<file path="config.mk">
export PLATFORM = sky130hd
export DESIGN_NAME = hsv_gradient_pixel_generator_unit
export DESIGN_NICKNAME = d
export VERILOG_FILES = /design/src/rtl/core/hsvg_pkg.sv /design/src/rtl/core/hsvg_div_stage.sv /design/src/rtl/core/hsvg_colour.sv /design/src/rtl/core/hsv_gradient_pixel_generator_unit.sv
export VERILOG_INCLUDE_DIRS = /design/src /design/src/rtl/core
export SDC_FILE = /design/constraint.sdc
export NUM_CORES = 2
export LEC_CHECK = 0
export ABC_CLOCK_PERIOD_IN_PS = 10700
export BUFFER_PORTS_ARGS = -buffer_cell sky130_fd_sc_hd__buf_2
export CAP_MARGIN = 10
export CORE_UTILIZATION = 41
export CTS_CLUSTER_DIAMETER = 60
export DETAILED_ROUTE_END_ITERATION = 10
export PLACE_DENSITY_LB_ADDON = 0.1
export RECOVER_POWER = 100
export SLEW_MARGIN = 10
export SYNTH_ARGS = -nofsm -noshare
export SYNTH_HDL_FRONTEND = slang
export SYNTH_SLANG_ARGS = --single-unit
</file>
<file path="constraint.sdc">
create_clock -name clk -period 10.7 [get_ports clk]
set_clock_uncertainty 0.15 [all_clocks]
set_input_delay 1.605 -clock clk [delete_from_list [all_inputs] [get_ports clk]]
set_output_delay 1.605 -clock clk [all_outputs]
set_load 0.02 [all_outputs]
</file>
<file path="src/rtl/core/assert_macros.svh">
// Assertion macros shared by the HSV pixel generator RTL.
`ifndef ASSERT_MACROS_SVH
`define ASSERT_MACROS_SVH

`ifndef SYNTHESIS

// Concurrent check, switched off while reset is high.
`define HSVG_ASSERT(lbl, clk, rst, prop, msg) \
  lbl: assert property (@(posedge clk) disable iff (rst) prop) else $error(msg);

// Concurrent check that also runs through reset.
`define HSVG_ASSERT_NR(lbl, clk, prop, msg) \
  lbl: assert property (@(posedge clk) prop) else $error(msg);

`else

`define HSVG_ASSERT(lbl, clk, rst, prop, msg)

`define HSVG_ASSERT_NR(lbl, clk, prop, msg)

`endif

`endif

</file>
<file path="src/rtl/core/hsvg_pkg.sv">
// Types, widths, constants and the divider step for the HSV pixel generator.
`timescale 1ns / 1ps

package hsvg_pkg;

  // Field and datapath widths
  localparam int COORD_BITS = 12;
  localparam int SIZE_BITS  = 13;
  localparam int CHAN_BITS  = 8;
  localparam int FRAC_BITS  = 13;
  localparam int HUE_BITS   = 16;
  localparam int V_BITS     = 8;
  localparam int SIX_BITS   = COORD_BITS + 3;
  localparam int FULL_BITS  = V_BITS + FRAC_BITS;
  localparam int PROD_BITS  = V_BITS + FULL_BITS;

  // Divider pipeline shape: quotient bits resolved per stage
  localparam int DIV_STAGES = 4;
  localparam int HUE_STEPS  = HUE_BITS / DIV_STAGES;
  localparam int V_STEPS    = V_BITS / DIV_STAGES;

  // Constants
  localparam logic [SIZE_BITS-1:0] SIZE_RESET = SIZE_BITS'(256);
  localparam logic [CHAN_BITS-1:0] CHAN_MAX   = CHAN_BITS'(255);
  localparam logic [FULL_BITS-1:0] FULL_SCALE = FULL_BITS'(255 * 8192);

  // Size register indexes on the write port
  localparam logic REG_FIELD_WIDTH  = 1'b0;
  localparam logic REG_FIELD_HEIGHT = 1'b1;

  // Hue sectors, in order round the colour circle
  localparam logic [2:0] SEC_RED_YELLOW    = 3'd0;
  localparam logic [2:0] SEC_YELLOW_GREEN  = 3'd1;
  localparam logic [2:0] SEC_GREEN_CYAN    = 3'd2;
  localparam logic [2:0] SEC_CYAN_BLUE     = 3'd3;
  localparam logic [2:0] SEC_BLUE_MAGENTA  = 3'd4;
  localparam logic [2:0] SEC_MAGENTA_RED   = 3'd5;

  typedef struct packed {
    logic [COORD_BITS-1:0] column;
    logic [COORD_BITS-1:0] row;
  } pixel_in_t;

  typedef struct packed {
    logic [CHAN_BITS-1:0] red;
    logic [CHAN_BITS-1:0] green;
    logic [CHAN_BITS-1:0] blue;
  } pixel_out_t;

  // Effective field size (zero already mapped to one)
  typedef struct packed {
    logic [SIZE_BITS-1:0] width;
    logic [SIZE_BITS-1:0] height;
  } dims_t;

  // Divider state carried down the pipeline
  typedef struct packed {
    logic [SIZE_BITS-1:0] hrem;
    logic [HUE_BITS-1:0]  hq;
    logic [HUE_BITS-1:0]  tail;
    logic [SIZE_BITS-1:0] vrem;
    logic [V_BITS-1:0]    vq;
  } div_t;

  // One restoring division step: returns {quotient bit, new remainder}.
  // The remainder stays below the divisor, so it fits SIZE_BITS.
  function automatic logic [SIZE_BITS:0] div_step(input logic [SIZE_BITS-1:0] rem,
                                                  input logic din,
                                                  input logic [SIZE_BITS-1:0] d);
    logic [SIZE_BITS:0] t;
    logic [SIZE_BITS:0] diff;
    t    = {rem, din};
    diff = t - {1'b0, d};
    if (t >= {1'b0, d}) begin
      div_step = {1'b1, diff[SIZE_BITS-1:0]};
    end else begin
      div_step = {1'b0, t[SIZE_BITS-1:0]};
    end
  endfunction

endpackage

</file>
<file path="src/rtl/core/hsvg_div_stage.sv">
// One register stage of the pipelined hue and brightness dividers.
`timescale 1ns / 1ps

module hsvg_div_stage (
  input  logic             clk,
  input  logic             rst,
  input  hsvg_pkg::dims_t  dims,
  input  logic             in_valid,
  output logic             in_ready,
  input  hsvg_pkg::div_t   in_data,
  output logic             out_valid,
  input  logic             out_ready,
  output hsvg_pkg::div_t   out_data
);

  logic                           vld;
  hsvg_pkg::div_t                 data;
  hsvg_pkg::div_t                 data_next;
  logic [hsvg_pkg::SIZE_BITS:0]   step_h;
  logic [hsvg_pkg::SIZE_BITS:0]   step_v;

  // Resolve the next quotient bits of both divisions
  always_comb begin
    data_next = in_data;
    step_h    = '0;
    step_v    = '0;
    for (int i = 0; i < hsvg_pkg::HUE_STEPS; i++) begin
      step_h = hsvg_pkg::div_step(data_next.hrem, data_next.tail[hsvg_pkg::HUE_BITS-1],
                                  dims.width);
      data_next.hq   = {data_next.hq[hsvg_pkg::HUE_BITS-2:0], step_h[hsvg_pkg::SIZE_BITS]};
      data_next.hrem = step_h[hsvg_pkg::SIZE_BITS-1:0];
      data_next.tail = {data_next.tail[hsvg_pkg::HUE_BITS-2:0], 1'b0};
    end
    for (int j = 0; j < hsvg_pkg::V_STEPS; j++) begin
      step_v = hsvg_pkg::div_step(data_next.vrem, 1'b0, dims.height);
      data_next.vq   = {data_next.vq[hsvg_pkg::V_BITS-2:0], step_v[hsvg_pkg::SIZE_BITS]};
      data_next.vrem = step_v[hsvg_pkg::SIZE_BITS-1:0];
    end
  end

  // Advance when empty or when the next stage takes the request
  assign in_ready = !vld || out_ready;

  always_ff @(posedge clk) begin
    if (rst) begin
      vld <= 1'b0;
    end else if (in_ready) begin
      vld <= in_valid;
    end
  end

  always_ff @(posedge clk) begin
    if (in_ready && in_valid) begin
      data <= data_next;
    end
  end

  assign out_valid = vld;
  assign out_data  = data;

endmodule

</file>
<file path="src/rtl/core/hsvg_colour.sv">
// Saturation, sector products and channel selection: three register stages.
`timescale 1ns / 1ps

`include "assert_macros.svh"

module hsvg_colour (
  input  logic                 clk,
  input  logic                 rst,
  input  logic                 in_valid,
  output logic                 in_ready,
  input  hsvg_pkg::div_t       in_data,
  output logic                 out_valid,
  input  logic                 out_ready,
  output hsvg_pkg::pixel_out_t out_data
);

  localparam int CB = hsvg_pkg::CHAN_BITS;
  localparam int VB = hsvg_pkg::V_BITS;
  localparam int FB = hsvg_pkg::FRAC_BITS;
  localparam int LB = hsvg_pkg::FULL_BITS;
  localparam int PB = hsvg_pkg::PROD_BITS;

  // Stage A: value, saturation, fraction, sector
  logic          a_vld;
  logic          a_rdy;
  logic [VB-1:0] a_v;
  logic [CB-1:0] a_s;
  logic [FB-1:0] a_f;
  logic [2:0]    a_sector;
  logic [2*VB-1:0] vv;

  // Stage B: s*f, 255-s and the low product
  logic          b_vld;
  logic          b_rdy;
  logic [VB-1:0] b_v;
  logic [LB-1:0] b_sf;
  logic [CB-1:0] b_om;
  logic [CB-1:0] b_p1;
  logic [2:0]    b_sector;
  logic [LB-1:0] sf;
  logic [CB-1:0] om;
  logic [2*VB-1:0] p1_prod;

  // Stage C: output register
  logic                 c_vld;
  logic                 c_rdy;
  hsvg_pkg::pixel_out_t c_pix;
  hsvg_pkg::pixel_out_t pix_next;
  logic [LB-1:0] d2;
  logic [LB-1:0] d3;
  logic [PB-1:0] prod2;
  logic [PB-1:0] prod3;
  logic [CB-1:0] p2;
  logic [CB-1:0] p3;

  // Ready chain: each stage moves on when empty or when drained downstream
  assign c_rdy    = !c_vld || out_ready;
  assign b_rdy    = !b_vld || c_rdy;
  assign a_rdy    = !a_vld || b_rdy;
  assign in_ready = a_rdy;

  // Stage A logic: saturation falls with brightness squared
  assign vv = {{VB{1'b0}}, in_data.vq} * {{VB{1'b0}}, in_data.vq};

  always_ff @(posedge clk) begin
    if (rst) begin
      a_vld <= 1'b0;
    end else if (a_rdy) begin
      a_vld <= in_valid;
    end
  end

  always_ff @(posedge clk) begin
    if (a_rdy && in_valid) begin
      a_v      <= in_data.vq;
      a_s      <= hsvg_pkg::CHAN_MAX - vv[2*VB-1:VB];
      a_f      <= in_data.hq[FB-1:0];
      a_sector <= in_data.hq[hsvg_pkg::HUE_BITS-1:FB];
    end
  end

  // Stage B logic
  assign sf      = {{(LB-CB){1'b0}}, a_s} * {{(LB-FB){1'b0}}, a_f};
  assign om      = hsvg_pkg::CHAN_MAX - a_s;
  assign p1_prod = {{VB{1'b0}}, a_v} * {{VB{1'b0}}, om};

  always_ff @(posedge clk) begin
    if (rst) begin
      b_vld <= 1'b0;
    end else if (b_rdy) begin
      b_vld <= a_vld;
    end
  end

  always_ff @(posedge clk) begin
    if (b_rdy && a_vld) begin
      b_v      <= a_v;
      b_sf     <= sf;
      b_om     <= om;
      b_p1     <= p1_prod[2*VB-1:VB];
      b_sector <= a_sector;
    end
  end

  // Stage C logic: falling and rising edge products, then pick channels
  assign d2    = hsvg_pkg::FULL_SCALE - b_sf;
  assign d3    = {b_om, {FB{1'b0}}} + b_sf;
  assign prod2 = {{LB{1'b0}}, b_v} * {{VB{1'b0}}, d2};
  assign prod3 = {{LB{1'b0}}, b_v} * {{VB{1'b0}}, d3};
  assign p2    = prod2[PB-1 -: CB];
  assign p3    = prod3[PB-1 -: CB];

  always_comb begin
    case (b_sector)
      hsvg_pkg::SEC_RED_YELLOW:   pix_next = '{red: b_v,  green: p3,   blue: b_p1};
      hsvg_pkg::SEC_YELLOW_GREEN: pix_next = '{red: p2,   green: b_v,  blue: b_p1};
      hsvg_pkg::SEC_GREEN_CYAN:   pix_next = '{red: b_p1, green: b_v,  blue: p3};
      hsvg_pkg::SEC_CYAN_BLUE:    pix_next = '{red: b_p1, green: p2,   blue: b_v};
      hsvg_pkg::SEC_BLUE_MAGENTA: pix_next = '{red: p3,   green: b_p1, blue: b_v};
      default:                    pix_next = '{red: b_v,  green: b_p1, blue: p2};
    endcase
  end

  always_ff @(posedge clk) begin
    if (rst) begin
      c_vld <= 1'b0;
    end else if (c_rdy) begin
      c_vld <= b_vld;
    end
  end

  always_ff @(posedge clk) begin
    if (c_rdy && b_vld) begin
      c_pix <= pix_next;
    end
  end

  assign out_valid = c_vld;
  assign out_data  = c_pix;

  // Saturation never reaches zero, so the low product stays under the value
  `HSVG_ASSERT(a_sat_nonzero, clk, rst, a_vld |-> a_s != '0, "saturation hit zero")
  `HSVG_ASSERT(a_p1_bound, clk, rst, b_vld |-> b_p1 <= b_v, "low product exceeds value")

endmodule

</file>
<file path="src/rtl/core/hsv_gradient_pixel_generator_unit.sv">
// Top level of the HSV test-field pixel generator.
`timescale 1ns / 1ps

//  channel   direction  handshake              payload
//  cfg       in         cfg_wen                cfg_index, cfg_data
//  in        in         in_valid / in_ready    in_data  (column, row)
//  out       out        out_valid / out_ready  out_data (red, green, blue)
//
//  One pixel per cycle sustained while the output is not stalled; stages from request to result:
//  one clamp stage, four divider stages (4 hue and 2 brightness quotient bits each),
//  then saturation, product and output stages.
//  Synchronous reset empties the pipeline and loads 256 into both size registers.
//  A stall at the output holds the full stages; empty stages still fill,
//  so new requests are taken while a result waits.

`include "assert_macros.svh"

module hsv_gradient_pixel_generator_unit (
  input  logic                                 clk,
  input  logic                                 rst,
  input  logic                                 cfg_wen,
  input  logic                                 cfg_index,
  input  logic [hsvg_pkg::SIZE_BITS-1:0]       cfg_data,
  input  logic                                 in_valid,
  output logic                                 in_ready,
  input  hsvg_pkg::pixel_in_t                  in_data,
  output logic                                 out_valid,
  input  logic                                 out_ready,
  output hsvg_pkg::pixel_out_t                 out_data
);

  localparam int NS = hsvg_pkg::DIV_STAGES;
  localparam int CB = hsvg_pkg::COORD_BITS;
  localparam int SB = hsvg_pkg::SIZE_BITS;
  localparam int XB = hsvg_pkg::SIX_BITS;

  logic [SB-1:0]   field_width;
  logic [SB-1:0]   field_height;
  hsvg_pkg::dims_t dims;

  logic [CB-1:0]   xc;
  logic [CB-1:0]   yc;
  logic [XB-1:0]   six_x;
  hsvg_pkg::div_t  init;

  logic            d_vld  [NS+1];
  logic            d_rdy  [NS+1];
  hsvg_pkg::div_t  d_data [NS+1];

  // Configuration writes
  always_ff @(posedge clk) begin
    if (rst) begin
      field_width  <= hsvg_pkg::SIZE_RESET;
      field_height <= hsvg_pkg::SIZE_RESET;
    end else if (cfg_wen) begin
      case (cfg_index)
        hsvg_pkg::REG_FIELD_WIDTH:  field_width  <= cfg_data;
        hsvg_pkg::REG_FIELD_HEIGHT: field_height <= cfg_data;
        default: ;
      endcase
    end
  end

  // A zero size acts as one
  assign dims.width  = (field_width  == '0) ? SB'(1) : field_width;
  assign dims.height = (field_height == '0) ? SB'(1) : field_height;

  // Clamp coordinates to the field and set up both dividends
  always_comb begin
    if ({1'b0, in_data.column} >= dims.width) begin
      xc = CB'(dims.width - SB'(1));
    end else begin
      xc = in_data.column;
    end
    if ({1'b0, in_data.row} >= dims.height) begin
      yc = CB'(dims.height - SB'(1));
    end else begin
      yc = in_data.row;
    end
    six_x     = {1'b0, xc, 2'b00} + {2'b00, xc, 1'b0};
    init.hrem = SB'(six_x[XB-1:3]);
    init.hq   = '0;
    init.tail = {six_x[2:0], {(hsvg_pkg::HUE_BITS-3){1'b0}}};
    init.vrem = SB'(yc);
    init.vq   = '0;
  end

  // Input stage
  assign in_ready = !d_vld[0] || d_rdy[0];

  always_ff @(posedge clk) begin
    if (rst) begin
      d_vld[0] <= 1'b0;
    end else if (in_ready) begin
      d_vld[0] <= in_valid;
    end
  end

  always_ff @(posedge clk) begin
    if (in_ready && in_valid) begin
      d_data[0] <= init;
    end
  end

  // Divider pipeline
  for (genvar k = 0; k < NS; k++) begin : g_div
    hsvg_div_stage u_stage (
      .clk       (clk),
      .rst       (rst),
      .dims      (dims),
      .in_valid  (d_vld[k]),
      .in_ready  (d_rdy[k]),
      .in_data   (d_data[k]),
      .out_valid (d_vld[k+1]),
      .out_ready (d_rdy[k+1]),
      .out_data  (d_data[k+1])
    );
  end

  // Colour conversion and output register
  hsvg_colour u_colour (
    .clk       (clk),
    .rst       (rst),
    .in_valid  (d_vld[NS]),
    .in_ready  (d_rdy[NS]),
    .in_data   (d_data[NS]),
    .out_valid (out_valid),
    .out_ready (out_ready),
    .out_data  (out_data)
  );

  // Input back-pressure only when every stage is full behind a stalled result
  `HSVG_ASSERT(a_stall_chain, clk, rst, !in_ready |-> out_valid && !out_ready, "stall with room")
  `HSVG_ASSERT_NR(a_reset_empty, clk, rst |=> !out_valid, "result present after reset")

endmodule
</file>
==> qor.txt <==
Worst EP required -> 10.87 ns
TritonCTS Buffers -> 43
GRT Util Overall -> 0.2163
Layout cell share with drive strength beyond 1 -> 0.09741
Startpoint types -> flip-flop
Cell with the largest stage delay on the worst path -> or4_4
F_max -> 97.46 MHz
CTS root buf -> clkbuf_16
Synth Area in Adders -> 0.3279
DP HPWL -> 90040 um
Number of nets with antenna violations after routing -> 0
Drt total wl -> 114300 um
Main combinational cell family by area after synthesis -> adder cells
Post-synth EDFFs -> 268
Die area -> 105500 um2
Boundary Pins -> 69
Die Ht -> 324.8 um
Synth Area in Compound Gates -> 0.1412
I/O Buffers -> 68
Die Span X -> 324.8 um
CTS Hold Bufs -> 0
Overflow after GRT -> 0
Status -> finished with violations
FP Rows -> 118
Wire per inst -> 18.32 um
DR vias -> 33540
DRT iter0 DRCs -> 1823
Failing checks -> max-capacitance violations, max-slew violations
TritonRoute pass-1 iters -> 5
Yosys top cell area share -> 0.1883
Synth Register Bits -> 302
Synth area leader -> edfxtp_1
H-tree depth -> 2
Kind of critical path -> flip-flop to flip-flop
Clock Pin Slew Worst Setup and Hold Paths -> 0.06 ns
Vias in the first global route -> 34130
Ys flop type -> edfxtp_1
Final Cycle Share -> 0.9589
Mapped cell area -> 42730 um2
Crit path capture type -> flip-flop
Critical path's largest stage delay -> 0.56 ns
Mapped Nets -> 5652
Routability congestion estimate -> 0.9400
Finished Layout Cells -> 6236
Seq/Total Area, Yosys -> 0.2043
Initial antenna violation count -> 0
Final core utilization -> 0.4535
Final nets -> 5767
DR vias/cell -> 5.378
Slew HR -> -1.205
Arr. time, crit path -> 10.43 ns
CTS Sinks -> 302
Unique cell type count in the Yosys netlist -> 90
Top area cells in the synthesized netlist -> edfxtp_1, fa_1, ha_1, nand2_1, inv_1
Area grow syn2layout -> 9.841%
Top cells by count, synth -> ha_1, nand2_1, inv_1
DP Cell Count -> 6152
DR DRC count -> 0
Core area -> 103500 um2
Largest net degree at the start of global routing -> 49
Min cycle time layout -> 10.26 ns
Xor and xnor area share after synthesis -> 0.06169
Antenna fix cells -> 0
CTS tree -> yes
Simple-gate share of the synthesized area -> 0.1592
Deepest clock path buffer count -> 3
Maxcap violations -> 10
Finish-stage setup viols -> 0
Initial Utilization -> 0.4129
Most frequent cell after synthesis -> ha_1
RSZ-0062 raised after global routing -> true
Crit path max fanout -> 11
Synth Area per Inst -> 9.078 um2
Max Slew Vio Count -> 336
Multiplexer share of the synthesized area -> 0.04661
Count of final hold-check violations -> 0
Clock network latency to the later pin of the worst-skew pair -> 0.60 ns
Type of the worst min-delay path -> flip-flop to flip-flop
First-pass GRT wire length -> 183900 um
Cells after Synth -> 4707
Yosys warnings -> 0
Asr flop ratio synth -> 0
Worst Max-Slew Pin Slew -> 3.293 ns
## routing by layer
layer  wire length, um  GRT usage  vias up
met2             55030     0.3763      591
met3              3047    0.01502      169
met4              3079    0.06060        0
met5                 0          0        -
li1                  -          -    16470
met1             53090     0.2882    16310
## logic make-up after synthesis
| group | count (synthesis) |
|---|---|
| compound gates | 939 |
| xor+xnor | 301 |
| fa+ha+maj | 902 |
| buf+inv | 668 |
| flops | 302 |
| mux | 178 |
| other cells | 1 |
| simple gates | 1416 |
## final timing paths
kind	from	slack [ns]	end	depth (start not counted)
worst max-delay path	field_width[12]	0.44	g_div[1].u_stage.out_data[65]	43
worst min-delay path	g_div[1].u_stage.out_data[41]	0.24	g_div[2].u_stage.out_data[45]	0
worst max register to register	field_width[12]	0.44	g_div[1].u_stage.out_data[65]	43
worst min register to register	g_div[1].u_stage.out_data[41]	0.24	g_div[2].u_stage.out_data[45]	0
## repair_timing
item | in CTS | in global routing
setup endpoints to repair | 24 | 43
hold endpoints to repair | 0 | 0
gates cloned | 0 | 1
pin swaps | 0 | 12
setup buffers | 1 | 3
gates resized for setup | 5 | 60
## worst max-delay path: cells and delay by family, from the launching register on
family	cells	cell delay, ns
AO/OA/AOI/OAI	22	4.30
adder cells (fa/ha/maj)	4	1.35
AND/OR/NAND/NOR	8	1.80
flip-flops	1	0.31
buffers and inverters	5	0.70
multiplexers	4	1.34
## stage by stage
| step | worst slack [ns] | setup TNS, ns | hold WS (ns) | cell area [um2] |
|---|---|---|---|---|
| finish | 0.4393 | 0 | 0.2392 | 46940 |
| global route | -0.02853 | -0.07077 | 0.2431 | 46940 |
| floorplan | -0.01070 | -0.01070 | 0.2503 | 42800 |
| global placement | 0.1438 | 0 | 0.2512 | 45390 |
| detailed placement | -0.05091 | -0.4503 | 0.2545 | 45390 |
| CTS | 0.001199 | 0 | 0.2318 | 46830 |
## sequential cells by signal, indices dropped and copies added, names as in the netlist, 13 cells and up
register                count
g_div.u_stage.out_data    138
d_data                     26
u_colour.out_data          24
u_colour.b_sf              21
field_height               13
field_width                13
u_colour.a_f               13
## area by class of cell
cell class,instances,area [um2]
Fill cell,10180,56560
Clock inverter,32,327.8
Timing Repair Buffer,204,1290
Sequential cell,302,8728
Tap cell,1380,1727
Multi-Input combinational cell,3738,31770
Inverter,533,2006
Clock buffer,47,1091
## layout by cell type (no fill, tap or decap), types with 14 or more instances in the layout
cell type,count
o21a_1,65
and2_1,202
or2_2,20
and3_1,33
clkbuf_16,43
nand3_1,65
mux2i_1,38
nand2b_1,40
xor2_1,97
buf_4,117
nor2b_1,83
edfxtp_1,268
nor3_1,90
a211oi_1,18
inv_1,528
o31ai_1,15
ha_1,538
nor4_1,17
or3_1,14
a211o_1,16
o21bai_1,26
o211ai_1,17
fa_1,362
xnor2_1,204
a31oi_1,25
a221o_1,17
nand4_1,27
nand2_1,531
buf_2,41
mux2_2,126
a21oi_1,288
a21o_1,106
o21ai_0,184
clkbuf_1,46
dfxtp_1,34
nor2_1,241
Power is not shown: default switching activity piles up to over one toggle a cycle in this logic, so the estimate is an artifact.
